<file path="src/hdl/dnle_pkg.sv">
`timescale 1ns / 1ps
// ----------------------------------------------------------------------------
// dnle_pkg
// Shared types and constants for the host name label encoder.
// ----------------------------------------------------------------------------
package dnle_pkg;

  localparam int LEN_W  = 6;
  localparam int BYTE_W = 8;

  localparam logic [BYTE_W-1:0] SEP_CHAR  = 8'h2E;
  localparam logic [BYTE_W-1:0] TERM_BYTE = 8'h00;

  typedef logic [BYTE_W-1:0] byte_t;
  typedef logic [LEN_W-1:0]  len_t;

  typedef struct packed {
    logic  wr_en;
    len_t  wr_addr;
    byte_t wr_data;
    logic  rd_en;
    len_t  rd_addr;
  } ram_req_t;

endpackage

</file>
<file path="src/hdl/dnle_label_ram.sv">
`timescale 1ns / 1ps
// ----------------------------------------------------------------------------
// dnle_label_ram
// Label byte store: one write port, one read port, registered read data.
// ----------------------------------------------------------------------------
module dnle_label_ram #(
  parameter int DEPTH = 62
) (
  input  logic              clk,
  input  dnle_pkg::ram_req_t req,
  output dnle_pkg::byte_t   rd_data
);
  import dnle_pkg::*;

  localparam int ADDR_W = (DEPTH > 1) ? $clog2(DEPTH) : 1;

  byte_t mem [DEPTH];

  always_ff @(posedge clk) begin
    if (req.wr_en) begin
      mem[req.wr_addr[ADDR_W-1:0]] <= req.wr_data;
    end
    if (req.rd_en) begin
      rd_data <= mem[req.rd_addr[ADDR_W-1:0]];
    end
  end

endmodule

</file>
<file path="src/hdl/dns_name_label_encoder_unit.sv">
`timescale 1ns / 1ps
// ----------------------------------------------------------------------------
// dns_name_label_encoder_unit
// Turns a dotted host name, one character per word, into wire-format labels.
//
//   channel  | handshake          | payload
//   ---------+--------------------+-----------------------------------------
//   input    | in_valid/in_ready  | char_byte, is_end
//   output   | out_valid/out_ready| out_byte, last_of_name, label_overflow
//
// A character is written into the label store while the label has room.
// A dot or end word starts a flush that emits the length byte, each held
// character read from the store and, for an end word, the terminator.
// rst clears the label count, overflow flag, state and output valid.
// Output stalls hold the emit sequence; input is taken only between flushes.
// ----------------------------------------------------------------------------
module dns_name_label_encoder_unit #(
  parameter int LABEL_MAX = 62
) (
  input  logic            clk,
  input  logic            rst,
  input  logic            in_valid,
  output logic            in_ready,
  input  dnle_pkg::byte_t char_byte,
  input  logic            is_end,
  output logic            out_valid,
  input  logic            out_ready,
  output dnle_pkg::byte_t out_byte,
  output logic            last_of_name,
  output logic            label_overflow
);
  import dnle_pkg::*;

  localparam len_t MAX_LEN = LEN_W'(LABEL_MAX);

  typedef enum logic [1:0] {
    S_IDLE,
    S_LEN,
    S_DATA,
    S_TERM
  } state_t;

  state_t   state;
  len_t     count;
  len_t     idx;
  logic     ovf;
  logic     end_seen;
  ram_req_t ram_req;
  byte_t    rd_data;
  logic     slot_free;
  logic     in_fire;

  assign in_ready  = (state == S_IDLE);
  assign in_fire   = in_valid && in_ready;
  assign slot_free = !out_valid || out_ready;

  always_comb begin
    ram_req         = '0;
    ram_req.wr_addr = count;
    ram_req.wr_data = char_byte;
    ram_req.wr_en   = in_fire && !is_end && (char_byte != SEP_CHAR) && (count < MAX_LEN);
    ram_req.rd_addr = idx;
    case (state)
      S_LEN: begin
        ram_req.rd_addr = '0;
        ram_req.rd_en   = slot_free && (count != '0);
      end
      S_DATA:  ram_req.rd_en = slot_free && (idx < count);
      default: ram_req.rd_en = 1'b0;
    endcase
  end

  dnle_label_ram #(
    .DEPTH(LABEL_MAX)
  ) u_ram (
    .clk     (clk),
    .req     (ram_req),
    .rd_data (rd_data)
  );

  always_ff @(posedge clk) begin
    if (rst) begin
      state     <= S_IDLE;
      count     <= '0;
      idx       <= '0;
      ovf       <= 1'b0;
      end_seen  <= 1'b0;
      out_valid <= 1'b0;
    end else begin
      case (state)
        S_IDLE: begin
          if (out_valid && out_ready) begin
            out_valid <= 1'b0;
          end
          if (in_fire) begin
            if (is_end || (char_byte == SEP_CHAR)) begin
              end_seen <= is_end;
              state    <= S_LEN;
            end else if (count < MAX_LEN) begin
              count <= count + 1'b1;
            end else begin
              ovf <= 1'b1;
            end
          end
        end
        S_LEN: begin
          if (slot_free) begin
            out_valid      <= 1'b1;
            out_byte       <= BYTE_W'(count);
            last_of_name   <= 1'b0;
            label_overflow <= ovf;
            idx            <= len_t'(1);
            if (count != '0) begin
              state <= S_DATA;
            end else if (end_seen) begin
              state <= S_TERM;
            end else begin
              ovf   <= 1'b0;
              state <= S_IDLE;
            end
          end
        end
        S_DATA: begin
          if (slot_free) begin
            out_valid      <= 1'b1;
            out_byte       <= rd_data;
            last_of_name   <= 1'b0;
            label_overflow <= ovf;
            if (idx < count) begin
              idx <= idx + 1'b1;
            end else if (end_seen) begin
              state <= S_TERM;
            end else begin
              count <= '0;
              ovf   <= 1'b0;
              state <= S_IDLE;
            end
          end
        end
        S_TERM: begin
          if (slot_free) begin
            out_valid      <= 1'b1;
            out_byte       <= TERM_BYTE;
            last_of_name   <= 1'b1;
            label_overflow <= 1'b0;
            count          <= '0;
            ovf            <= 1'b0;
            end_seen       <= 1'b0;
            state          <= S_IDLE;
          end
        end
        default: state <= S_IDLE;
      endcase
    end
  end

`ifndef NO_ASSERTIONS
  a_count_cap: assert property (@(posedge clk) disable iff (rst)
    count <= MAX_LEN)
    else $error("label count above capacity");

  a_wr_idle: assert property (@(posedge clk) disable iff (rst)
    ram_req.wr_en |-> (state == S_IDLE))
    else $error("store written during flush");

  a_rd_in_label: assert property (@(posedge clk) disable iff (rst)
    ram_req.rd_en |-> (ram_req.rd_addr < count))
    else $error("store read beyond held label");

  a_term_clean: assert property (@(posedge clk) disable iff (rst)
    (out_valid && last_of_name) |-> !label_overflow)
    else $error("terminator flagged as overflow");

  a_flush_busy: assert property (@(posedge clk) disable iff (rst)
    (in_fire && (is_end || (char_byte == SEP_CHAR))) |=> !in_ready)
    else $error("input taken during flush");
`endif

endmodule

</file>
<file path="config.mk">
export PLATFORM = sky130hd
export DESIGN_NAME = dns_name_label_encoder_unit
export DESIGN_NICKNAME = d
export VERILOG_FILES = /design/src/hdl/dnle_pkg.sv /design/src/hdl/dnle_label_ram.sv /design/src/hdl/dns_name_label_encoder_unit.sv
export SDC_FILE = /design/constraint.sdc
export NUM_CORES = 1
export LEC_CHECK = 0
export ABC_AREA = 1
export BUFFER_PORTS_ARGS = -buffer_cell sky130_fd_sc_hd__buf_2
export CORE_ASPECT_RATIO = 0.9
export CORE_MARGIN = 4
export CORE_UTILIZATION = 43
export CTS_BUF_LIST = sky130_fd_sc_hd__clkbuf_8 sky130_fd_sc_hd__clkbuf_16
export DETAILED_ROUTE_END_ITERATION = 10
export MAX_ROUTING_LAYER = met4
export PLACE_DENSITY = 0.55
export SLEW_MARGIN = 20
export SYNTH_ARGS = -nofsm -noshare
export SYNTH_HDL_FRONTEND = slang
export SYNTH_HIERARCHICAL = 1
export SYNTH_SLANG_ARGS = --single-unit
</file>
<file path="constraint.sdc">
create_clock -name clk -period 6.3 [get_ports clk]
set_input_delay 0.945 -clock clk [delete_from_list [all_inputs] [get_ports clk]]
set_output_delay 0.945 -clock clk [all_outputs]
set_load 0.05 [all_outputs]
</file>
==> run_summary.xml <==
<?xml version="1.0" encoding="UTF-8"?>
<metrics>
  <group name="logic_synthesis">
    <metric name="ys_ff_latch" unit="">531</metric>
    <metric name="synth_top_cells_by_area" unit="">edfxtp_1 69%, nand2_1 11%, nand3_1 9.9%</metric>
    <metric name="syn-num-nets" unit="">2036</metric>
    <metric name="synthDominantCellAreaShare" unit="">0.6900</metric>
    <metric name="yosysWarningCount" unit="">6</metric>
    <metric name="synth_area_per_cell" unit="um^2">11.12</metric>
    <metric name="postSynth.asyncResetShare" unit="">0</metric>
    <metric name="synth.yosys.seq_area_share" unit="">0.7053</metric>
    <metric name="postSynthCellCount" unit="">2011</metric>
    <metric name="synth_area_leader_cell" unit="">edfxtp_1</metric>
    <metric name="synth_cell_types" unit="">35</metric>
    <metric name="synth_flop_cell" unit="">edfxtp_1</metric>
    <metric name="synth-edff-count" unit="">514</metric>
    <metric name="total_standard_cell_area_after_synthesis" unit="mm^2">0.02237</metric>
  </group>
  <group name="global_routing">
    <metric name="largest_net_degree_at_the_start_of_global_routing" unit="">234</metric>
    <metric name="first_global_vias" unit="">14280</metric>
    <metric name="grt_overflow" unit="">0</metric>
    <metric name="groute.usage.overall" unit="">0.2171</metric>
    <metric name="antenna_violations_before_repair" unit="">0</metric>
    <metric name="grt_pass1_wl" unit="um">90220</metric>
  </group>
  <group name="clock_network">
    <metric name="post_cts_resize_count" unit="">0</metric>
    <metric name="cts_hold_buf" unit="">0</metric>
    <metric name="insertion_delay" unit="ps">590</metric>
    <metric name="tritoncts_sink_count" unit="">531</metric>
    <metric name="cts.repair_timing.setup_buffer_count" unit="">0</metric>
    <metric name="cts-root-to-sink-buffers" unit="">3</metric>
    <metric name="cts_tree" unit="">done</metric>
    <metric name="cts.reportedPaths.clkPinSlew" unit="ps">60</metric>
    <metric name="number_of_buffers_inserted_during_clock_tree_synthesis" unit="">53</metric>
    <metric name="cts-root-buf" unit="">clkbuf_16</metric>
    <metric name="htreeDepth" unit="">2</metric>
  </group>
  <group name="sta">
    <metric name="worst_clock_skew" unit="ps">8.721</metric>
    <metric name="whs" unit="ps">523.0</metric>
    <metric name="timing_hold_violations_final" unit="">0</metric>
    <metric name="timing_worst_slew_pin_value" unit="ps">1123</metric>
    <metric name="achievable-frequency" unit="MHz">257.4</metric>
    <metric name="setup_total_negative_slack" unit="ps">0</metric>
    <metric name="min_period" unit="ps">3885</metric>
    <metric name="finalSetupViolCount" unit="">0</metric>
    <metric name="finalMaxSlewViolations" unit="">0</metric>
    <metric name="post-route-period-util" unit="">0.6167</metric>
    <metric name="grt_setup_unrepaired" unit="">false</metric>
    <metric name="relSlewSlack" unit="">0.2489</metric>
  </group>
  <group name="placement">
    <metric name="place_congestion" unit="">0.8264</metric>
    <metric name="port_buffers" unit="">24</metric>
    <metric name="detailed_place_hpwl" unit="um">33460</metric>
    <metric name="postPlaceCellArea" unit="mm^2">0.02302</metric>
  </group>
  <group name="routing">
    <metric name="wire_per_inst" unit="um">21.80</metric>
    <metric name="wirelength" unit="um">59530</metric>
    <metric name="detailed_route_drc_error_count" unit="">0</metric>
    <metric name="detail_route.iter0.violations" unit="">1545</metric>
    <metric name="vias_after_detailed_routing" unit="">14900</metric>
    <metric name="drt_pass1_iterations" unit="">7</metric>
    <metric name="vias_per_cell" unit="">5.454</metric>
    <metric name="antenna_violating_nets_post_route" unit="">0</metric>
  </group>
  <group name="power_and_ir_drop">
    <metric name="power_per_cell_area" unit="mW/mm^2">366.6</metric>
    <metric name="leakage_dissipation" unit="nW">8.884</metric>
    <metric name="vdd.ir_drop.worst" unit="V">0.0002534</metric>
  </group>
  <group name="final_layout">
    <metric name="post_route_cells_drive_above_1_share" unit="">0.07293</metric>
    <metric name="num_antenna_cells" unit="">0</metric>
    <metric name="layout.filler_cells" unit="">4767</metric>
    <metric name="layout.nets" unit="">2028</metric>
    <metric name="areaGrowthSynthToFinish" unit="%">10.35</metric>
    <metric name="fin_area" unit="mm^2">0.02468</metric>
  </group>
  <group name="floorplan">
    <metric name="initial_utilization" unit="">0.4335</metric>
    <metric name="die_h" unit="um">224.4</metric>
    <metric name="die_area" unit="mm^2">0.05574</metric>
    <metric name="ioPinCount" unit="">25</metric>
    <metric name="rows" unit="">79</metric>
    <metric name="die_extent_in_x" unit="um">248.4</metric>
    <metric name="floorplan_core_area" unit="mm^2">0.05160</metric>
  </group>
  <group name="hold_path">
    <metric name="min-delay-path-class" unit="">flip-flop to flip-flop</metric>
  </group>
  <group name="setup_path">
    <metric name="crit_type" unit="">flip-flop to flip-flop</metric>
    <metric name="critical_path_arrival" unit="ps">4330</metric>
    <metric name="crit_path_end_kind" unit="">flip-flop</metric>
    <metric name="worst_setup_path_start_kind" unit="">flip-flop</metric>
    <metric name="worst-endpoint-required" unit="ps">6740</metric>
    <metric name="cp_max_fo" unit="">128</metric>
  </group>
  <group name="outcome">
    <metric name="run_status" unit="">finished clean</metric>
  </group>
  <group name="job">
    <metric name="max-cap-violations" unit="">0</metric>
  </group>
</metrics>
## routing by layer
metal	GRT usage	up-vias	wire length [um]
met5	-	-	0
met4	0.05772	0	1322
met3	0.04405	87	4425
met2	0.3214	509	26350
met1	0.3098	7315	27430
li1	-	6985	-
## registers in the layout (all words and copies together), names as in the netlist
register and count:
end_seen 1, out_valid 1, ovf 1, u_ram/rd_data 8, state 2, u_ram/mem 496
idx 6, count 6, last_of_name 1, label_overflow 1, out_byte 8
## synth_stat cells (2+ instances only)
master and instances:
o21ai_0 15, nand2_1 675, nor3_1 5, buf_1 13, buf_2 59, a21oi_1 16
o21ai_1 2, nand3_1 441, nand2_2 2, ha_1 12, buf_4 19, nor4_1 8
nor2_4 2, nor2_1 107, inv_1 47, inv_2 6, nand4_1 12, dfxtp_1 17
nand2_4 2, clkbuf_1 23, edfxtp_1 514
## placed cells by master (no fill, tap or decap), types with 12 or more instances in the layout
cell,instances
buf_4,25
o21ai_0,15
inv_1,62
nand3_1,441
buf_2,24
ha_1,12
nand4_1,12
nor2_1,103
clkbuf_16,53
nand2_1,675
edfxtp_1,514
dfxtp_1,17
a21oi_1,16
## through the flow
stage,std cells,total power [mW],worst slack [ps],util
6_report,2731,9.048,2415,0.4784
5_1_grt,2731,9.488,2124,0.4784
4_1_cts,2730,9.094,2440,0.4778
3_5_place_dp,2635,6.097,1997,0.4462
3_3_place_gp,2635,6.077,2099,0.4462
2_1_floorplan,2011,5.531,3170,-
## cells by family (layout without fill, tap and decap cells)
kind of cell    count (synthesis)  in the layout  share of synthesized area
flops                         531            531                     0.7053
fa+ha+maj                      12             12                   0.006712
compound gates                 37             37                   0.009006
simple gates                 1262           1262                     0.2436
buf+inv                       169            201                    0.03541
## critical path, stage by stage (launching register included)
cell and delay (ps):
dfxtp_1 320, inv_1 90, ha_1 600, nor2_4 230, inv_6 730, buf_12 480
nand2_1 140, nand3_1 120, nand3_1 120, nand2_1 150, nand2_1 60, nand3_1 100
nand3_1 210, nand2_1 190
## report_power, final
part,internal (mW),switching [mW]
Clock,1.70,1.30
Sequential,4.01,0.0912
Combinational,0.503,1.44
## worst paths after layout
path                               start                to  slack, ps  cells past startpoint
worst max register to register  state[1]  u_ram/rd_data[2]       2410                     13
worst min-delay path              idx[3]            idx[3]        520                      2
worst min register to register    idx[3]            idx[3]        520                      2
worst max-delay path            state[1]  u_ram/rd_data[2]       2410                     13
## area by class of cell
cell class                      count  area [um^2]  share of cell area
Multi-Input combinational cell   1311         5826              0.2360
Timing Repair Buffer               52        375.4             0.01521
Clock inverter                     40        277.8             0.01125
Sequential cell                   531        15780              0.6391
Clock buffer                       55         1354             0.05485
Tap cell                          688        860.8             0.03488
Inverter                           54        214.0            0.008668
Power figures use the tool's default switching activity.
